[src/rtl/bdm_pkg.sv]
`default_nettype none
package bdm_pkg;

  localparam logic [63:0] PI_Q32 = 64'd13493037705;
  localparam logic [63:0] MIN_S2 = 64'd43;

  localparam int FifoDepth = 4;
  localparam int FifoAw = $clog2(FifoDepth);
  localparam int SqrtStages = 32;

  localparam logic [5:0] SH_AREA = 6'd32;
  localparam logic [5:0] SH_KD = 6'd33;
  localparam logic [5:0] SH_AR = 6'd16;
  localparam logic [5:0] SH_KM = 6'd32;
  localparam logic [5:0] SH_FORCE = 6'd48;

  localparam logic [1:0] REG_RADIUS = 2'd0;
  localparam logic [1:0] REG_DENSITY = 2'd1;
  localparam logic [1:0] REG_DRAG = 2'd2;
  localparam logic [1:0] REG_MAGNUS = 2'd3;

  typedef struct packed {
    logic [7:0]       id;
    logic [2:0][31:0] vm;
    logic [2:0]       vn;
    logic [2:0][31:0] wm;
    logic [2:0]       wn;
  } item_t;

  typedef struct packed {
    item_t       item;
    logic [63:0] s2;
  } entry_t;

endpackage
`default_nettype wire

[src/rtl/bdm_fifo.sv]
`default_nettype none
module bdm_fifo (
  input  logic                         clk_i,
  input  logic                         rst_ni,
  input  logic                         push_i,
  input  bdm_pkg::entry_t              wdata_i,
  input  logic                         pop_i,
  output logic                         valid_o,
  output bdm_pkg::entry_t              rdata_o,
  output logic [bdm_pkg::FifoAw:0]     level_o
);

  bdm_pkg::entry_t mem_q [bdm_pkg::FifoDepth];
  logic [bdm_pkg::FifoAw-1:0] wp_q, rp_q;
  logic [bdm_pkg::FifoAw:0]   cnt_q;
  logic                       do_pop;

  assign valid_o = cnt_q != '0;
  assign rdata_o = mem_q[rp_q];
  assign level_o = cnt_q;
  assign do_pop  = pop_i & valid_o;

  always_ff @(posedge clk_i or negedge rst_ni) begin
    if (!rst_ni) begin
      wp_q  <= '0;
      rp_q  <= '0;
      cnt_q <= '0;
    end else begin
      if (push_i) wp_q <= wp_q + 1'b1;
      if (do_pop) rp_q <= rp_q + 1'b1;
      cnt_q <= cnt_q + {{bdm_pkg::FifoAw{1'b0}}, push_i} - {{bdm_pkg::FifoAw{1'b0}}, do_pop};
    end
  end

  always_ff @(posedge clk_i) begin
    if (push_i) mem_q[wp_q] <= wdata_i;
  end

endmodule
`default_nettype wire

[config.mk]
export PLATFORM = sky130hd
export DESIGN_NAME = bdm_fifo
export DESIGN_NICKNAME = d
export VERILOG_FILES = /design/src/rtl/bdm_pkg.sv /design/src/rtl/bdm_fifo.sv
export SDC_FILE = /design/constraint.sdc
export NUM_CORES = 1
export LEC_CHECK = 0
export BUFFER_PORTS_ARGS = -buffer_cell sky130_fd_sc_hd__clkbuf_2
export CORE_ASPECT_RATIO = 1.1
export CORE_MARGIN = 4
export CORE_UTILIZATION = 30
export CTS_CLUSTER_DIAMETER = 100
export CTS_CLUSTER_SIZE = 28
export DETAILED_ROUTE_END_ITERATION = 8
export REMOVE_ABC_BUFFERS = 1
export SYNTH_ARGS = -nofsm -noshare
export SYNTH_HDL_FRONTEND = slang
export SYNTH_SLANG_ARGS = --single-unit
[constraint.sdc]
create_clock -name clk_i -period 17.5 [get_ports clk_i]
set_clock_uncertainty 0.1 [all_clocks]
set_input_delay 3.5 -clock clk_i [delete_from_list [all_inputs] [get_ports clk_i]]
set_output_delay 3.5 -clock clk_i [all_outputs]
set_load 0.01 [all_outputs]
==> impl_metrics.json, run 1 <==
{
  "ys_ff_latch": 1087,
  "start_kind": "flop",
  "first_global_vias": 18400,
  "max_freq_mhz": 129.8,
  "ir_worst_vdd_mv": 0.1075,
  "overflow": 0,
  "hold_viol": 0,
  "first_pass_iters": 5,
  "io_pins": 548,
  "nFillCells": 11940,
  "power_mw": 7.121,
  "required_ns": 13.90,
  "post_cts_buffers": 0,
  "status": "finished, final reports clean",
  "cts.sinks": 1087,
  "slew_headroom": 0.2766,
  "drc_errors": 0,
  "syn_area_per_cell_um2": 27.21,
  "drv_slew": 0,
  "power.density_nw_per_um2": 156.7,
  "cts-resized-gates": 0,
  "rsz0062_at_grt": "no",
  "utilization": 0.3487,
  "final_antenna_net_count": 0,
  "die_x_um": 353.1,
  "final_area_um2": 45430,
  "r2r_slack_ns": 13.80,
  "antenna_found_initial": 14,
  "yosys_warnings": 0,
  "syn_area_um2": 39290,
  "setup_ws_ns": 9.794,
  "cp_max_fo": 90,
  "cap_violations": 0,
  "syn_inst": 1444,
  "finalSetupViolCount": 0,
  "tritoncts": "yes",
  "min_period_ns": 7.706,
  "grt_start_max_net_pins": 100,
  "path_clk_slew_ns": 0.10,
  "setup_tns_ns": 0,
  "core_area_um2": 130300,
  "routed_wl_mm": 83.72,
  "final_cell_count_no_fill": 3723,
  "htree_levels": 2,
  "leakagePower_nw": 14.93,
  "worst_pin_slew_ns": 1.085,
  "arrival_ns": 4.11,
  "ys_types": 19,
  "start_util": 0.3016,
  "clk_latency_ns": 0.63,
  "synth-seq-area-share": 0.8298,
  "grt_usage": 0.1191,
  "grt_pass1_wl_mm": 123.6,
  "period_share": 0.4403,
  "root_buffer": "clkbuf_16",
  "place_congestion": 0.7585,
  "max-clock-path-buffers": 3,
  "avgRoutedWirePerCell_um": 22.49,
  "drive_gt1_frac": 0.4476,
  "die-height_um": 387.6,
  "rows": 139,
  "viasPerCell": 4.598,
  "layout.nets": 2285,
  "die-area_um2": 136800,
  "dpl_cell_area_um2": 43980,
  "vias": 17120,
  "crit_path_end_kind": "output pin",
  "post-place-ws_ns": 10.32,
  "dp_hpwl_mm": 53.87,
  "crit_type": "reg2out",
  "place_inst": 3646,
  "ctsHoldBuffers": 0,
  "drt-initial-drc-count": 1181,
  "io_buffers": 547,
  "cts_buffers": 48,
  "syn2layout_area_growth_pct": 15.61,
  "whs_ns": 0.4499,
  "hp-class": "reg2reg"
}
cells in the mapped netlist:
cell / instances / share of area
inv_1: 6 / 0.00057
o311ai_0: 1 / 0.00022
ha_1: 6 / 0.0019
edfxtp_1: 1080 / 0.83
buf_6: 9 / 0.0026
xor2_1: 2 / 0.00045
buf_4: 16 / 0.0031
or3_1: 1 / 0.00016
clkbuf_1: 5 / 0.00048
o31a_1: 1 / 0.00022
xnor2_1: 3 / 0.00067
buf_1: 3 / 0.00029
mux4_2: 270 / 0.15
and2_1: 4 / 0.00064
o21ai_0: 1 / 0.00013
dfrtp_1: 7 / 0.0045
buf_2: 27 / 0.0034
fa_1: 1 / 0.00051
nand2_1: 1 / 0.000095
worst max-delay path: stages, from the launching register on:
cell,delay (ns)
dfrtp_4,0.90
buf_12,0.64
buf_4,0.88
mux4_2,0.64
clkbuf_2,0.15
kinds of logic after synthesis:
group           synth area share
flops                     0.8298
mux                       0.1548
buf+inv                  0.01041
fa+ha+maj               0.002420
simple gates           0.0008915
xor+xnor                0.001115
compound gates         0.0005731
layout make-up:
| type | count | area (um^2) | area share |
|---|---|---|---|
| Sequential cell | 1087 | 32610 | 0.7179 |
| Clock inverter | 11 | 162.7 | 0.003581 |
| Multi-Input combinational cell | 291 | 6287 | 0.1384 |
| Clock buffer | 57 | 1266 | 0.02787 |
| Inverter | 6 | 22.52 | 0.0004958 |
| Timing Repair Buffer | 570 | 2935 | 0.06462 |
| Antenna cell | 9 | 22.52 | 0.0004958 |
| Tap cell | 1692 | 2117 | 0.04660 |
sequential cells by signal (all words and copies together) (netlist names):
name,flops
rp_q,2
level_o,3
mem_q,1080
wp_q,2
cell usage in the layout (no fill, tap or decap), drive strengths merged:
master  instances
xnor2           3
fa              1
inv            10
o21ai           1
ha              6
or3             1
dfrtp           7
o31a            1
buf            23
and2            4
xor2            2
mux4          270
clkinv          7
nand2           1
diode           9
edfxtp       1080
clkbuf        604
o311ai          1
worst paths after layout:
| path | endpoint | startpoint | depth (start not counted) |
|---|---|---|---|
| min in group asynchronous | wp_q[0]$_DFFE_PN0P_ | rst_ni | 1 |
| max in group asynchronous | rp_q[0]$_DFFE_PN0P_ | rst_ni | 1 |
| worst max register to register | mem_q[0][199]$_DFFE_PP_ | wp_q[0]$_DFFE_PN0P_ | 5 |
| worst min-delay path | wp_q[0]$_DFFE_PN0P_ | wp_q[0]$_DFFE_PN0P_ | 1 |
| worst max-delay path | rdata_o[73] | rp_q[0]$_DFFE_PN0P_ | 4 |
| worst min register to register | wp_q[0]$_DFFE_PN0P_ | wp_q[0]$_DFFE_PN0P_ | 1 |
where the power goes:
| part | switching (mW) | internal [mW] | total [mW] |
|---|---|---|---|
| Clock | 0.773 | 0.534 | 1.31 |
| Combinational | 1.30 | 0.974 | 2.28 |
| Sequential | 0.138 | 3.40 | 3.54 |
| Total | 2.21 | 4.91 | 7.12 |
per-layer routing:
metal | track usage | vias up | routed length, um
met5 | 0 | - | 62
met4 | 0.03176 | 8 | 1863
met3 | 0.03292 | 99 | 5810
met2 | 0.2102 | 478 | 44160
met1 | 0.1439 | 9184 | 31810
li1 | - | 7350 | -
Note: power is estimated with default switching activity, not from simulation.
==> inputs of run 2 (changes only) <==
==> constraint.sdc (replaced) <==
create_clock -name clk_i -period 7.4 [get_ports clk_i]
set_clock_uncertainty 0.1 [all_clocks]
set_input_delay 1.48 -clock clk_i [delete_from_list [all_inputs] [get_ports clk_i]]
set_output_delay 1.48 -clock clk_i [all_outputs]
set_load 0.01 [all_outputs]
==> impl_metrics.json, run 2 (synthesis gave the netlist of run 1 again) <==
{
  "status": "finished, final reports clean",
  "io_pins": 548,
  "slew_headroom": 0.2447,
  "final_area_um2": 45480,
  "clkPwrFrac": 0.179,
  "overflow": 0,
  "start_util": 0.3016,
  "ir_worst_vdd_mv": 0.2780,
  "layout.nets": 2281,
  "worst_pin_slew_ns": 1.133,
  "combPwrFrac": 0.322,
  "min_period_ns": 4.792,
  "grt_start_max_net_pins": 116,
  "hold_viol": 0,
  "die_x_um": 353.1,
  "top_register": "mem_q",
  "required_ns": 5.82,
  "ctsHoldBuffers": 0,
  "first_global_vias": 18320,
  "power_frac_seq": 0.498,
  "drc_errors": 0,
  "arrival_ns": 3.21,
  "crit_path_end_kind": "output pin",
  "crit_type": "reg2out",
  "p_switching_mw": 5.174,
  "r2r_slack_ns": 4.68,
  "first_pass_iters": 4,
  "power_mw": 16.78,
  "largest_reg_flops": 1080,
  "viasPerCell": 4.576,
  "mostFrequentLayoutCells": "edfxtp_1 (1080), clkbuf_2 (547), mux4_2 (270)",
  "hp-class": "reg2reg",
  "antenna_found_initial": 27,
  "htree_levels": 2,
  "place_inst": 3643,
  "internal_power_mw": 11.60,
  "drv_slew": 0,
  "clk_latency_ns": 0.62,
  "grt_usage": 0.1208,
  "nFillCells": 11960,
  "vias": 17050,
  "cts_buffers": 47,
  "avgRoutedWirePerCell_um": 22.70,
  "period_share": 0.6476,
  "start_kind": "flop",
  "io_buffers": 547,
  "die-height_um": 387.6,
  "dpl_cell_area_um2": 44070,
  "max_freq_mhz": 208.7,
  "post_cts_buffers": 0,
  "cp_max_fo": 93,
  "rsz0062_at_grt": "no",
  "use_met1": 0.1416,
  "drt-initial-drc-count": 1044,
  "leakagePower_nw": 14.92,
  "met2_usage": 0.2091,
  "finalSetupViolCount": 0,
  "rows": 139,
  "die-area_um2": 136800,
  "p_sw_frac": 0.3084,
  "cap_violations": 0,
  "tritoncts": "yes",
  "grt_pass1_wl_mm": 124.7,
  "cts-resized-gates": 0,
  "syn2layout_area_growth_pct": 15.74,
  "core_area_um2": 130300,
  "final_common_cell": "edfxtp_1",
  "path_clk_slew_ns": 0.10,
  "busiest_layer": "met2",
  "place_congestion": 0.7449,
  "power.density_nw_per_um2": 368.9,
  "final_antenna_net_count": 0,
  "cts.sinks": 1087,
  "max-clock-path-buffers": 3,
  "met3_usage": 0.03847,
  "drive_gt1_frac": 0.4467,
  "routed_wl_mm": 84.57,
  "final_cell_count_no_fill": 3726,
  "dp_hpwl_mm": 54.84,
  "root_buffer": "clkbuf_16"
}
-- run 2: cell count changes in the layout (fill, tap and decap cells not counted), sizes merged --
| cell | change |
|---|---|
| clkbuf | -1 |
| diode | +10 |
| clkinv | -1 |
| buf | -3 |
| inv | -2 |
-- run 2: area by class of cell --
cell class,instances,area [um^2],area share
sequential,1087,32610,0.7171
multi-input combinational,291,6287,0.1382
timing repair buffer,567,3025,0.06652
tap,1692,2117,0.04655
clock buffer,56,1252,0.02754
clock inverter,8,112.6,0.002476
antenna,19,47.55,0.001045
inverter,6,22.52,0.0004952
-- run 2: final timing paths --
kind                                          start                      to  cells after the start
worst max-delay path            rp_q[0]$_DFFE_PN0P_            rdata_o[235]                      3
worst min-delay path            wp_q[0]$_DFFE_PN0P_     wp_q[0]$_DFFE_PN0P_                      1
worst max register to register  wp_q[0]$_DFFE_PN0P_  mem_q[2][13]$_DFFE_PP_                      5
worst min register to register  wp_q[0]$_DFFE_PN0P_     wp_q[0]$_DFFE_PN0P_                      1
max in group asynchronous                    rst_ni     rp_q[1]$_DFFE_PN0P_                      1
min in group asynchronous                    rst_ni     rp_q[0]$_DFFE_PN0P_                      1
-- run 2: power groups by stage --
stage	sequential, mW	combinational, mW	clock (mW)
floorplan	9.11	3.38	0
global placement	8.45	5.56	0
detailed placement	8.53	5.60	0
CTS	8.38	5.61	3.16
global route	8.47	5.82	3.36
finish	8.36	5.41	3.01
-- run 2: through the flow --
| step | utilization | setup TNS [ns] | hold WS, ns | setup WS, ns |
|---|---|---|---|---|
| after global routing | 0.3490 | 0 | 0.4643 | 2.321 |
| after global placement | 0.3383 | 0 | 0.4117 | 3.194 |
| after floorplan | - | -2448.81 | 0.3936 | -5.348 |
| after CTS | 0.3488 | 0 | 0.4420 | 2.462 |
| final | 0.3491 | 0 | 0.4442 | 2.608 |
| after detailed placement | 0.3383 | 0 | 0.4235 | 3.200 |
-- run 2: worst max-delay path, cell delays in order (launching register included) --
cell      delay [ns]
dfrtp_4         0.94
buf_12          0.54
mux4_2          0.66
clkbuf_2        0.16
-- run 2: metal layers --
layer | vias to the layer above | wire (um)
li1 | 7359 | -
met1 | 9125 | 31680
met2 | 441 | 44300
met3 | 113 | 6216
met4 | 12 | 2286
met5 | - | 82
